===== config.mk =====
export PLATFORM = sky130hd
export DESIGN_NAME = weighted_random_select_top
export DESIGN_NICKNAME = d
export VERILOG_FILES = /design/src/hw/rtl/wrs_pkg.sv /design/src/hw/rtl/wrs_mult.sv /design/src/hw/rtl/wrs_table.sv /design/src/hw/rtl/weighted_random_select_top.sv
export SDC_FILE = /design/constraint.sdc
export NUM_CORES = 2
export LEC_CHECK = 0
export BUFFER_PORTS_ARGS = -buffer_cell sky130_fd_sc_hd__buf_2
export CELL_PAD_IN_SITES_DETAIL_PLACEMENT = 1
export CELL_PAD_IN_SITES_GLOBAL_PLACEMENT = 1
export CORE_MARGIN = 8
export CORE_UTILIZATION = 45
export DETAILED_ROUTE_END_ITERATION = 16
export PLACE_DENSITY_LB_ADDON = 0.3
export SYNTH_ARGS = -nofsm -noshare
export SYNTH_HDL_FRONTEND = slang
export SYNTH_HIERARCHICAL = 1
export SYNTH_SLANG_ARGS = --single-unit

===== constraint.sdc =====
create_clock -name clk -period 9 [get_ports clk]
set_input_delay 0.45 -clock clk [delete_from_list [all_inputs] [get_ports clk]]
set_output_delay 0.45 -clock clk [all_outputs]
set_load 0.02 [all_outputs]

===== src/hw/rtl/wrs_pkg.sv =====
// ----------------------------------------------------------------------------
// wrs_pkg
// Shared types and constants for the weighted random select block.
// ----------------------------------------------------------------------------
package wrs_pkg;

    localparam int RATE_W = 32;
    localparam int ID_W   = 8;
    localparam int FRAC_W = 16;
    localparam int CMD_W  = 2;
    localparam int STAT_W = 2;
    localparam int SUM_W  = 38;

    // the total is multiplied in two halves on one narrow multiplier
    localparam int PART_W = SUM_W / 2;
    localparam int PP_W   = FRAC_W + PART_W;

    localparam int TABLE_ENTRIES_DEF = 64;

    localparam logic [SUM_W-1:0] SUM_MAX = {SUM_W{1'b1}};

    localparam logic [CMD_W-1:0] CMD_CLEAR = 2'd0;
    localparam logic [CMD_W-1:0] CMD_ADD   = 2'd1;
    localparam logic [CMD_W-1:0] CMD_DRAW  = 2'd2;

    localparam logic [STAT_W-1:0] ST_OK    = 2'd0;
    localparam logic [STAT_W-1:0] ST_EMPTY = 2'd1;
    localparam logic [STAT_W-1:0] ST_FULL  = 2'd2;

    typedef struct packed {
        logic [SUM_W-1:0] sum;
        logic [ID_W-1:0]  id;
    } row_t;

endpackage


===== src/hw/rtl/wrs_mult.sv =====
// ----------------------------------------------------------------------------
// wrs_mult
// Iterative target multiplier: fraction times total, shifted right by 16,
// built from two partial products on one shared 16x19 multiplier.
// ----------------------------------------------------------------------------
module wrs_mult
    import wrs_pkg::*;
(
    input  logic              clk,
    input  logic              rst_n,
    input  logic              start,
    input  logic [FRAC_W-1:0] frac,
    input  logic [SUM_W-1:0]  total,
    output logic              done,
    output logic [SUM_W-1:0]  target
);

    localparam logic [1:0] M_IDLE = 2'd0;
    localparam logic [1:0] M_LO   = 2'd1;
    localparam logic [1:0] M_HI   = 2'd2;
    localparam logic [1:0] M_SUM  = 2'd3;

    localparam int PROD_W = FRAC_W + SUM_W;

    logic [1:0]        state_reg, state_next;
    logic              done_reg, done_next;
    logic [FRAC_W-1:0] frac_reg;
    logic [SUM_W-1:0]  total_reg;
    logic [PP_W-1:0]   lo_reg;
    logic [PP_W-1:0]   hi_reg;
    logic [SUM_W-1:0]  target_reg;

    logic [PART_W-1:0] part;
    logic [PP_W-1:0]   mul_out;
    logic [PROD_W-1:0] prod;

    // the shared multiplier takes the low half first, then the high half
    assign part    = (state_reg == M_LO) ? total_reg[PART_W-1:0]
                                         : total_reg[SUM_W-1:PART_W];
    assign mul_out = {{PART_W{1'b0}}, frac_reg} * {{FRAC_W{1'b0}}, part};
    assign prod    = {hi_reg, {PART_W{1'b0}}} + {{PART_W{1'b0}}, lo_reg};

    always_comb
    begin
        state_next = state_reg;
        done_next  = 1'b0;
        unique case (state_reg)
            M_IDLE:
            begin
                if (start)
                begin
                    state_next = M_LO;
                end
            end
            M_LO:
            begin
                state_next = M_HI;
            end
            M_HI:
            begin
                state_next = M_SUM;
            end
            M_SUM:
            begin
                done_next  = 1'b1;
                state_next = M_IDLE;
            end
            default:
            begin
                state_next = M_IDLE;
            end
        endcase
    end

    always_ff @(posedge clk or negedge rst_n)
    begin
        if (!rst_n)
        begin
            state_reg <= M_IDLE;
            done_reg  <= 1'b0;
        end
        else
        begin
            state_reg <= state_next;
            done_reg  <= done_next;
        end
    end

    always_ff @(posedge clk)
    begin
        if (state_reg == M_IDLE && start)
        begin
            frac_reg  <= frac;
            total_reg <= total;
        end
        if (state_reg == M_LO)
        begin
            lo_reg <= mul_out;
        end
        if (state_reg == M_HI)
        begin
            hi_reg <= mul_out;
        end
        if (state_reg == M_SUM)
        begin
            target_reg <= prod[PROD_W-1:FRAC_W];
        end
    end

    assign done   = done_reg;
    assign target = target_reg;

endmodule


===== src/hw/rtl/wrs_table.sv =====
// ----------------------------------------------------------------------------
// wrs_table
// Cumulative sum table: one write port, one registered read port.
// ----------------------------------------------------------------------------
module wrs_table
    import wrs_pkg::*;
#(
    parameter int DEPTH = TABLE_ENTRIES_DEF,
    parameter int AW    = 6
)
(
    input  logic          clk,
    input  logic          wr_en,
    input  logic [AW-1:0] wr_addr,
    input  row_t          wr_row,
    input  logic          rd_en,
    input  logic [AW-1:0] rd_addr,
    output row_t          rd_row
);

    row_t mem [DEPTH];
    row_t rd_row_reg;

    always_ff @(posedge clk)
    begin
        if (wr_en)
        begin
            mem[wr_addr] <= wr_row;
        end
        if (rd_en)
        begin
            rd_row_reg <= mem[rd_addr];
        end
    end

    assign rd_row = rd_row_reg;

endmodule


===== src/hw/rtl/weighted_random_select_top.sv =====
// ----------------------------------------------------------------------------
// weighted_random_select_top
// Roulette wheel selection over a table of running rate totals.
// ----------------------------------------------------------------------------
// Takes one command at a time. Clear, add and unused commands go from idle
// straight to the result state. A draw runs the fraction times total product
// on a 16x19 multiplier in two halves, then a binary search of the sum table
// through its single registered read port, each step a read state and a
// compare state, then one more read for the id. The result waits in an output
// register, so a finished result that is not yet taken does not hold up the
// next command until that command is itself done. The table needs no
// clearing pass after reset.
// ----------------------------------------------------------------------------
module weighted_random_select_top
    import wrs_pkg::*;
#(
    parameter int TABLE_ENTRIES = TABLE_ENTRIES_DEF
)
(
    input  logic              clk,
    input  logic              rst_n,
    input  logic              req_valid,
    output logic              req_stall,
    input  logic [CMD_W-1:0]  command,
    input  logic [RATE_W-1:0] rate,
    input  logic [ID_W-1:0]   entry_id,
    input  logic [FRAC_W-1:0] random_fraction,
    output logic              rsp_valid,
    input  logic              rsp_stall,
    output logic [ID_W-1:0]   selected_id,
    output logic [STAT_W-1:0] status,
    output logic [SUM_W-1:0]  total_rate
);

    localparam int IDX_W = (TABLE_ENTRIES > 1) ? $clog2(TABLE_ENTRIES) : 1;
    localparam int CNT_W = $clog2(TABLE_ENTRIES + 1);

    localparam logic [2:0] S_IDLE  = 3'd0;
    localparam logic [2:0] S_MUL   = 3'd1;
    localparam logic [2:0] S_RD    = 3'd2;
    localparam logic [2:0] S_CMP   = 3'd3;
    localparam logic [2:0] S_FETCH = 3'd4;
    localparam logic [2:0] S_FWAIT = 3'd5;
    localparam logic [2:0] S_DONE  = 3'd6;

    logic [2:0]        state_reg, state_next;
    logic [CNT_W-1:0]  count_reg, count_next;
    logic [SUM_W-1:0]  total_reg, total_next;
    logic [IDX_W-1:0]  lo_reg, lo_next;
    logic [IDX_W-1:0]  hi_reg, hi_next;
    logic [SUM_W-1:0]  target_reg, target_next;
    logic [ID_W-1:0]   res_id_reg, res_id_next;
    logic [STAT_W-1:0] res_status_reg, res_status_next;
    logic              rsp_valid_reg, rsp_valid_next;
    logic [ID_W-1:0]   sel_id_reg, sel_id_next;
    logic [STAT_W-1:0] status_reg, status_next;
    logic [SUM_W-1:0]  total_out_reg, total_out_next;

    logic              accept;
    logic              full;
    logic [SUM_W:0]    sum_ext;
    logic [SUM_W-1:0]  sat_sum;
    logic [CNT_W-1:0]  cnt_m1;
    logic [IDX_W:0]    mid_sum;
    logic [IDX_W-1:0]  mid;
    logic [IDX_W-1:0]  new_lo;
    logic [IDX_W-1:0]  new_hi;

    logic              wr_en;
    row_t              wr_row;
    logic              rd_en;
    logic [IDX_W-1:0]  rd_addr;
    row_t              rd_row;

    logic              mul_start;
    logic              mul_done;
    logic [SUM_W-1:0]  mul_target;

    assign accept  = req_valid && (state_reg == S_IDLE);
    assign full    = (count_reg == CNT_W'(TABLE_ENTRIES));
    assign sum_ext = {1'b0, total_reg} + {{(SUM_W + 1 - RATE_W){1'b0}}, rate};
    assign sat_sum = sum_ext[SUM_W] ? SUM_MAX : sum_ext[SUM_W-1:0];
    assign cnt_m1  = count_reg - 1'b1;
    assign mid_sum = {1'b0, lo_reg} + {1'b0, hi_reg};
    assign mid     = mid_sum[IDX_W:1];

    assign wr_row.sum = sat_sum;
    assign wr_row.id  = entry_id;

    // lower bound search: first stored sum at or above the target
    always_comb
    begin
        if (rd_row.sum >= target_reg)
        begin
            new_lo = lo_reg;
            new_hi = mid;
        end
        else
        begin
            new_lo = mid + 1'b1;
            new_hi = hi_reg;
        end
    end

    always_comb
    begin
        state_next      = state_reg;
        count_next      = count_reg;
        total_next      = total_reg;
        lo_next         = lo_reg;
        hi_next         = hi_reg;
        target_next     = target_reg;
        res_id_next     = res_id_reg;
        res_status_next = res_status_reg;
        rsp_valid_next  = rsp_valid_reg && rsp_stall;
        sel_id_next     = sel_id_reg;
        status_next     = status_reg;
        total_out_next  = total_out_reg;
        wr_en           = 1'b0;
        rd_en           = 1'b0;
        rd_addr         = lo_reg;
        mul_start       = 1'b0;

        unique case (state_reg)
            S_IDLE:
            begin
                if (accept)
                begin
                    res_id_next     = '0;
                    res_status_next = ST_OK;
                    state_next      = S_DONE;
                    unique case (command)
                        CMD_CLEAR:
                        begin
                            count_next = '0;
                            total_next = '0;
                        end
                        CMD_ADD:
                        begin
                            if (rate != '0)
                            begin
                                if (full)
                                begin
                                    res_status_next = ST_FULL;
                                end
                                else
                                begin
                                    wr_en      = 1'b1;
                                    total_next = sat_sum;
                                    count_next = count_reg + 1'b1;
                                end
                            end
                        end
                        CMD_DRAW:
                        begin
                            if (count_reg == '0)
                            begin
                                res_status_next = ST_EMPTY;
                            end
                            else
                            begin
                                mul_start  = 1'b1;
                                lo_next    = '0;
                                hi_next    = cnt_m1[IDX_W-1:0];
                                state_next = S_MUL;
                            end
                        end
                        default:
                        begin
                            res_status_next = ST_OK;
                        end
                    endcase
                end
            end
            S_MUL:
            begin
                if (mul_done)
                begin
                    target_next = mul_target;
                    state_next  = (lo_reg < hi_reg) ? S_RD : S_FETCH;
                end
            end
            S_RD:
            begin
                rd_en      = 1'b1;
                rd_addr    = mid;
                state_next = S_CMP;
            end
            S_CMP:
            begin
                lo_next    = new_lo;
                hi_next    = new_hi;
                state_next = (new_lo < new_hi) ? S_RD : S_FETCH;
            end
            S_FETCH:
            begin
                rd_en      = 1'b1;
                rd_addr    = lo_reg;
                state_next = S_FWAIT;
            end
            S_FWAIT:
            begin
                res_id_next = rd_row.id;
                state_next  = S_DONE;
            end
            S_DONE:
            begin
                // output slot is free or being emptied this cycle
                if (!rsp_valid_reg || !rsp_stall)
                begin
                    rsp_valid_next = 1'b1;
                    sel_id_next    = res_id_reg;
                    status_next    = res_status_reg;
                    total_out_next = total_reg;
                    state_next     = S_IDLE;
                end
            end
            default:
            begin
                state_next = S_IDLE;
            end
        endcase
    end

    always_ff @(posedge clk or negedge rst_n)
    begin
        if (!rst_n)
        begin
            state_reg     <= S_IDLE;
            count_reg     <= '0;
            total_reg     <= '0;
            rsp_valid_reg <= 1'b0;
        end
        else
        begin
            state_reg     <= state_next;
            count_reg     <= count_next;
            total_reg     <= total_next;
            rsp_valid_reg <= rsp_valid_next;
        end
    end

    always_ff @(posedge clk)
    begin
        lo_reg         <= lo_next;
        hi_reg         <= hi_next;
        target_reg     <= target_next;
        res_id_reg     <= res_id_next;
        res_status_reg <= res_status_next;
        sel_id_reg     <= sel_id_next;
        status_reg     <= status_next;
        total_out_reg  <= total_out_next;
    end

    wrs_mult u_mult (
        .clk    (clk),
        .rst_n  (rst_n),
        .start  (mul_start),
        .frac   (random_fraction),
        .total  (total_reg),
        .done   (mul_done),
        .target (mul_target)
    );

    wrs_table #(
        .DEPTH (TABLE_ENTRIES),
        .AW    (IDX_W)
    ) u_table (
        .clk     (clk),
        .wr_en   (wr_en),
        .wr_addr (count_reg[IDX_W-1:0]),
        .wr_row  (wr_row),
        .rd_en   (rd_en),
        .rd_addr (rd_addr),
        .rd_row  (rd_row)
    );

    assign req_stall   = (state_reg != S_IDLE);
    assign rsp_valid   = rsp_valid_reg;
    assign selected_id = sel_id_reg;
    assign status      = status_reg;
    assign total_rate  = total_out_reg;

endmodule


# == Yosys cells after proc, flatten, opt, wreduce, memory -nomap -nowiden ==
# Memory sizes are Yosys's and may differ from the RTL's. A register that Yosys moved wholly into a read port is not among the register bits.
# Cells that the tools add are included.
# classes
mul,1
mux,50
n_reduce_logical,23
eq_ne,20
order_cmp,3
n_addsub,6
# op_table
cell,count
38-bit two-way mux,3
38-bit case mux with 2 select lines,1
54-bit by 35-bit adder with 54-bit output,1
6-bit two-way mux,9
38-bit by 32-bit adder with 39-bit output,1
38-bit greater-or-equal comparator,1
16-bit by 19-bit multiplier with 35-bit output,1
32-bit nonzero test,1
6-bit case mux with 2 select lines,2
3-bit two-way mux,7
3-bit case mux with 7 select lines,1
19-bit two-way mux,1
1-bit two-way mux,16
8-bit case mux with 2 select lines,1
7-bit two-way mux,2
7-bit case mux with 2 select lines,1
6-bit less-than comparator,2
"2-bit != test, second input constant",5
"3-bit == test, second input constant",3
8-bit two-way mux,1
2-bit case mux with 4 select lines,1
2-bit AND reduction,4
6-bit by 6-bit adder with 7-bit output,1
"7-bit by 1-bit adder with 7-bit output, second input constant",1
22 further kinds,36
# totals
reg_bits,322
ramBits,2944
mem_count,1
# mem_list
name,words,word_bits,rd,rd_ports_with_merged_regs,write_ports,line,source
u_table.mem,64,46,1,1,1,wrs_table.sv:21,row_t mem [DEPTH];

# == Depth between registers and ports, before layout ==
# depth
word_depth,8
ltp_mapped,27
ltp_nobuf,24

# == By module ==
# Netlist, hierarchy kept.
# by_module_without_submodules
mod,area_per_inst_um2,seq_area_each_um2,n_inst,cells_each
wrs_table,112639.3,89786.1,1,4805
wrs_mult,15914.0,4459.3,1,1488
weighted_random_select_top,9848.2,4469.3,1,962

# == Worst setup path before layout ==
# No wires, ideal clock.
# synth_path
kind,register to register
startpoint,register u_mult.state_reg[1]
endpoint,register u_mult.hi_reg[33] (data pin)
period_less_slack_ps,7478
arrival_time_ps,7205
stages_incl_launch_ff,24
path_slack_ps,1522
cell_sequence,dfrtp_1 inv_1 ha_1 clkbuf_1 buf_2 mux2_2 clkbuf_1 and2_1 fa_1 fa_1 fa_1 fa_1 fa_1 inv_1 fa_1 inv_1 ha_1 nand3_1 nor3_4 nand3_1 a31o_1 o21ba_2 o311ai_2 xor2_1
# synth_via
elab_chain_cells,3
# synth_lines
element,line,source
"start, declared",wrs_mult.sv:25,"logic [1:0] state_reg, state_next;"
"start signal, assigned",wrs_mult.sv:84,state_reg <= state_next;
2-bit by 1-bit == test with 1-bit output,wrs_mult.sv:38,assign part = (state_reg == M_LO) ? total_reg[PART_W-1:0]
19-bit two-way mux,wrs_mult.sv:38,
16-bit by 19-bit multiplier with 35-bit output,wrs_mult.sv:40,"assign mul_out = {{PART_W{1'b0}}, frac_reg} * {{FRAC_W{1'b0}}, part};"
named net u_mult.mul_out[33],wrs_mult.sv:34,logic [PP_W-1:0] mul_out;
"end signal, assigned",wrs_mult.sv:102,hi_reg <= mul_out;
"end, declared",wrs_mult.sv:30,logic [PP_W-1:0] hi_reg;
# The timed path passes the listed nets, and every way through them passes these cells.
# A chain may end at the register's enable or synchronous reset.

# == Worst setup path after layout ==
# layout_path
startpoint,register u_mult.state_reg[1]
endpoint,register u_mult.lo_reg[33] (data pin)
# layout_via
elab_chain_cells,3
# layout_lines
element,line,source
2-bit by 1-bit == test with 1-bit output,wrs_mult.sv:38,
19-bit two-way mux,wrs_mult.sv:38,
16-bit by 19-bit multiplier with 35-bit output,wrs_mult.sv:40,
named net u_mult.mul_out[33],wrs_mult.sv:34,
"end signal, assigned",wrs_mult.sv:98,lo_reg <= mul_out;
"end, declared",wrs_mult.sv:29,logic [PP_W-1:0] lo_reg;
# The timed path passes the listed nets, and every way through them passes these cells.

==> impl_metrics.ini <==
[synth]
ys_types = 97
syn_area_per_cell_um2 = 19.1
synthCells = 7255
ys_seq_area_share_pct = 71.3
syn_area_um2 = 138000
yosys_warnings = 6
async_flop_share_pct = 1.58
syn-num-nets = 7775
synth_flop_cell = edfxtp_1
synth_edf_count = 3244
ys_seq_elements = 3296

[clock_network]
hold_buffers = 19
cts-root-buf = clkbuf_16
clk_latency_ns = 0.96
h-tree-depth = 5
clk_pin_slew_ns = 0.06
clockBufferDepth = 4
tritoncts = built
cts_buffers = 342
cts_sinks = 3296
postCtsSetupBuffers = 0
cts.repair.resized = 0

[setup_path]
critical_path_required_ns = 9.62
cp-end-kind = register
path_class = reg -> reg
reg2regPathDepth = 22
ff2ff_setup_slack_ns = 1.67
path_max_fanout = 20
regToRegStartpoint = u_mult/state_reg[1]
cp.arrival_ns = 7.95
r2r_end = u_mult/lo_reg[33]
cp-start-kind = register

[timing]
tns_ns = 0
rsz0062_at_grt = no
finalHoldViolCount = 0
period_minus_slack_ns = 7.33
finalSetupViolations = 0
finClkSkew_ns = 0.0950
slew_headroom_pct = 8.11
period_share_pct = 81.5
tightestPinTransition_ns = 1.38
slew_violations = 0
layout_setup_ws_ns = 1.67
fmax_mhz = 136

[worst_hold_path]
worstHoldPathType = in -> reg
min_to = total_reg[0]
whs_path_depth = 4
hold_start = rate[0]

[global_routing]
grt.total_usage_pct = 23.4
grt_max_degree = 105
grt_pass1_wl_mm = 554
grt_pass1_vias = 76656
antenna_found_initial = 17
overflow = 0

[die]
die_y_um = 571
core-area_um2 = 306000
rows = 203
io_pins = 112
die_area_um2 = 326000
start_util_pct = 45.2
die_w_um = 571

[place]
dpl_worst_slack_ns = 1.65
dp_hpwl_mm = 228
portBuffers = 111
place_congestion = 0.847

[layout]
nets = 8072
largest_reg_flops = 2944
drive_gt1_share_pct = 21.8
area_growth_pct = 12.7

[route]
drt_iter0_drc = 8058
route.detailed.drc = 0
routed_wl_mm = 389
num_vias = 73313
ant_nets = 0
viasPerCell = 6.14
wire_per_inst_um = 32.6
drt-pass1-iter-count = 5

[run_status]
outcome = completed

[job]
maxCapViolations = 0
area by class of cell:
type                    count  area (um^2)
repair buffers            319         2340
clock buffers             411         8900
well taps                4100         5130
fillers                 27549       150000
multi-input cells        3244        37400
flip-flops and latches   3296        98700
inverters                 349         1310
diodes                     18         45.0
clock inverters           211         2130
cells in the mapped netlist, types with 6 or more instances:
master    count  area [um^2]
nor2_1      135          507
xnor2_1      62          543
buf_1        42          158
a21oi_1     125          626
and4_1       17          149
dfrtp_1      52         1300
o22a_1       27          236
edfxtp_1   3244        97400
o22ai_1     171         1070
o221ai_1     35          307
clkbuf_1    187          702
nand4_1      36          225
a22oi_1     111          833
nor2b_1      69          432
and2_1      152          951
buf_4        40          300
mux4_2      711        16000
mux2i_1      69          691
o21bai_1     13         97.6
mux2_2       30          338
and3_1       31          194
inv_1       346         1300
fa_1        239         4780
nor4_1       37          231
nand3_1     112          561
buf_2        71          355
or2_1        12         75.1
buf_6        22          248
a31oi_1      18          113
o31ai_1       7         52.6
nand3b_1     10         75.1
a221oi_1      6         52.6
nand2_1     313         1170
ha_1        219         2740
xor2_1       43          377
or3_1        10         62.6
o211ai_1     27          203
a211o_1       6         52.6
nand2b_1     23          144
a21o_1       42          315
a211oi_1     78          586
nor3_1       53          265
or2_2        21          131
o21a_1        8         60.1
o21ai_0      73          365
per-layer routing:
layer	track usage [%]	wire (um)	vias up
met4	7.22	13100	0
li1	-	-	29693
met3	3.94	33200	611
met1	33.1	160000	39604
met5	0	0	-
met2	37.4	183000	3405
worst max-delay path, stage by stage (launching register included):
cell	delay, ns
dfrtp_1	0.42
inv_1	0.13
ha_2	0.54
mux2_2	0.54
and2_1	0.23
fa_1	0.54
inv_1	0.05
fa_1	0.46
fa_1	0.52
fa_1	0.56
inv_1	0.05
fa_1	0.48
inv_1	0.06
fa_1	0.53
inv_1	0.04
ha_1	0.35
nand2_1	0.07
o21ai_0	0.37
nand3_1	0.15
a31o_1	0.30
o21ba_2	0.25
o311ai_2	0.29
xor2_1	0.12
placed cells by master (no fill, tap or decap), drive strengths merged, types with 69 or more instances in the layout:
cell | netlist | layout
buf | 175 | 300
nor2 | 136 | 136
nand2 | 314 | 314
nor2b | 69 | 69
clkinv | 1 | 158
inv | 348 | 361
mux4 | 711 | 711
fa | 239 | 239
o22ai | 171 | 171
and2 | 154 | 154
mux2i | 69 | 69
a22oi | 111 | 111
ha | 219 | 219
edfxtp | 3244 | 3244
nand3 | 112 | 112
o21ai | 78 | 78
a21oi | 126 | 126
clkbuf | 191 | 411
a211oi | 82 | 82
metrics by stage:
stage / instance area (um^2) / hold slack, ns / util (%) / std cells
CTS: 156000 / 0.0210 / 50.9 / 11930
detailed placement: 145000 / 0.407 / 47.3 / 11289
global placement: 145000 / 0.404 / 47.3 / 11288
floorplan: 138000 / 0.154 / - / 7255
finish: 156000 / 0.0898 / 50.9 / 11948
global route: 156000 / 0.0870 / 50.9 / 11931
worst max path at each step:
stage	from	to	slack (ns)	cells past startpoint
6_report	u_mult/state_reg[1]	u_mult/lo_reg[33]	1.67	22
5_1_grt	u_mult/state_reg[1]	u_mult/lo_reg[32]	1.36	22
4_1_cts	u_mult/state_reg[1]	u_mult/hi_reg[33]	1.63	22
3_5_place_dp	u_mult/state_reg[1]	u_mult/hi_reg[33]	1.65	22
3_3_place_gp	u_mult/state_reg[1]	u_mult/hi_reg[33]	1.77	22
2_1_floorplan	u_mult/state_reg[1]	u_mult/hi_reg[33]	1.52	23
logic make-up (layout without fill, tap and decap cells):
group | after synthesis | in the layout | share of synthesized area (%)
mux | 813 | 813 | 12.3
buf+inv | 715 | 1290 | 2.23
other cells | 0 | 18 | 0
simple gates | 1050 | 1050 | 3.86
xor+xnor | 105 | 105 | 0.664
fa+ha+maj | 458 | 458 | 5.44
flops | 3296 | 3296 | 71.3
compound gates | 818 | 818 | 4.14
Power is left out: the tool's default activity adds up to more than one toggle a clock period on the data nets, which glitch-free logic cannot reach.
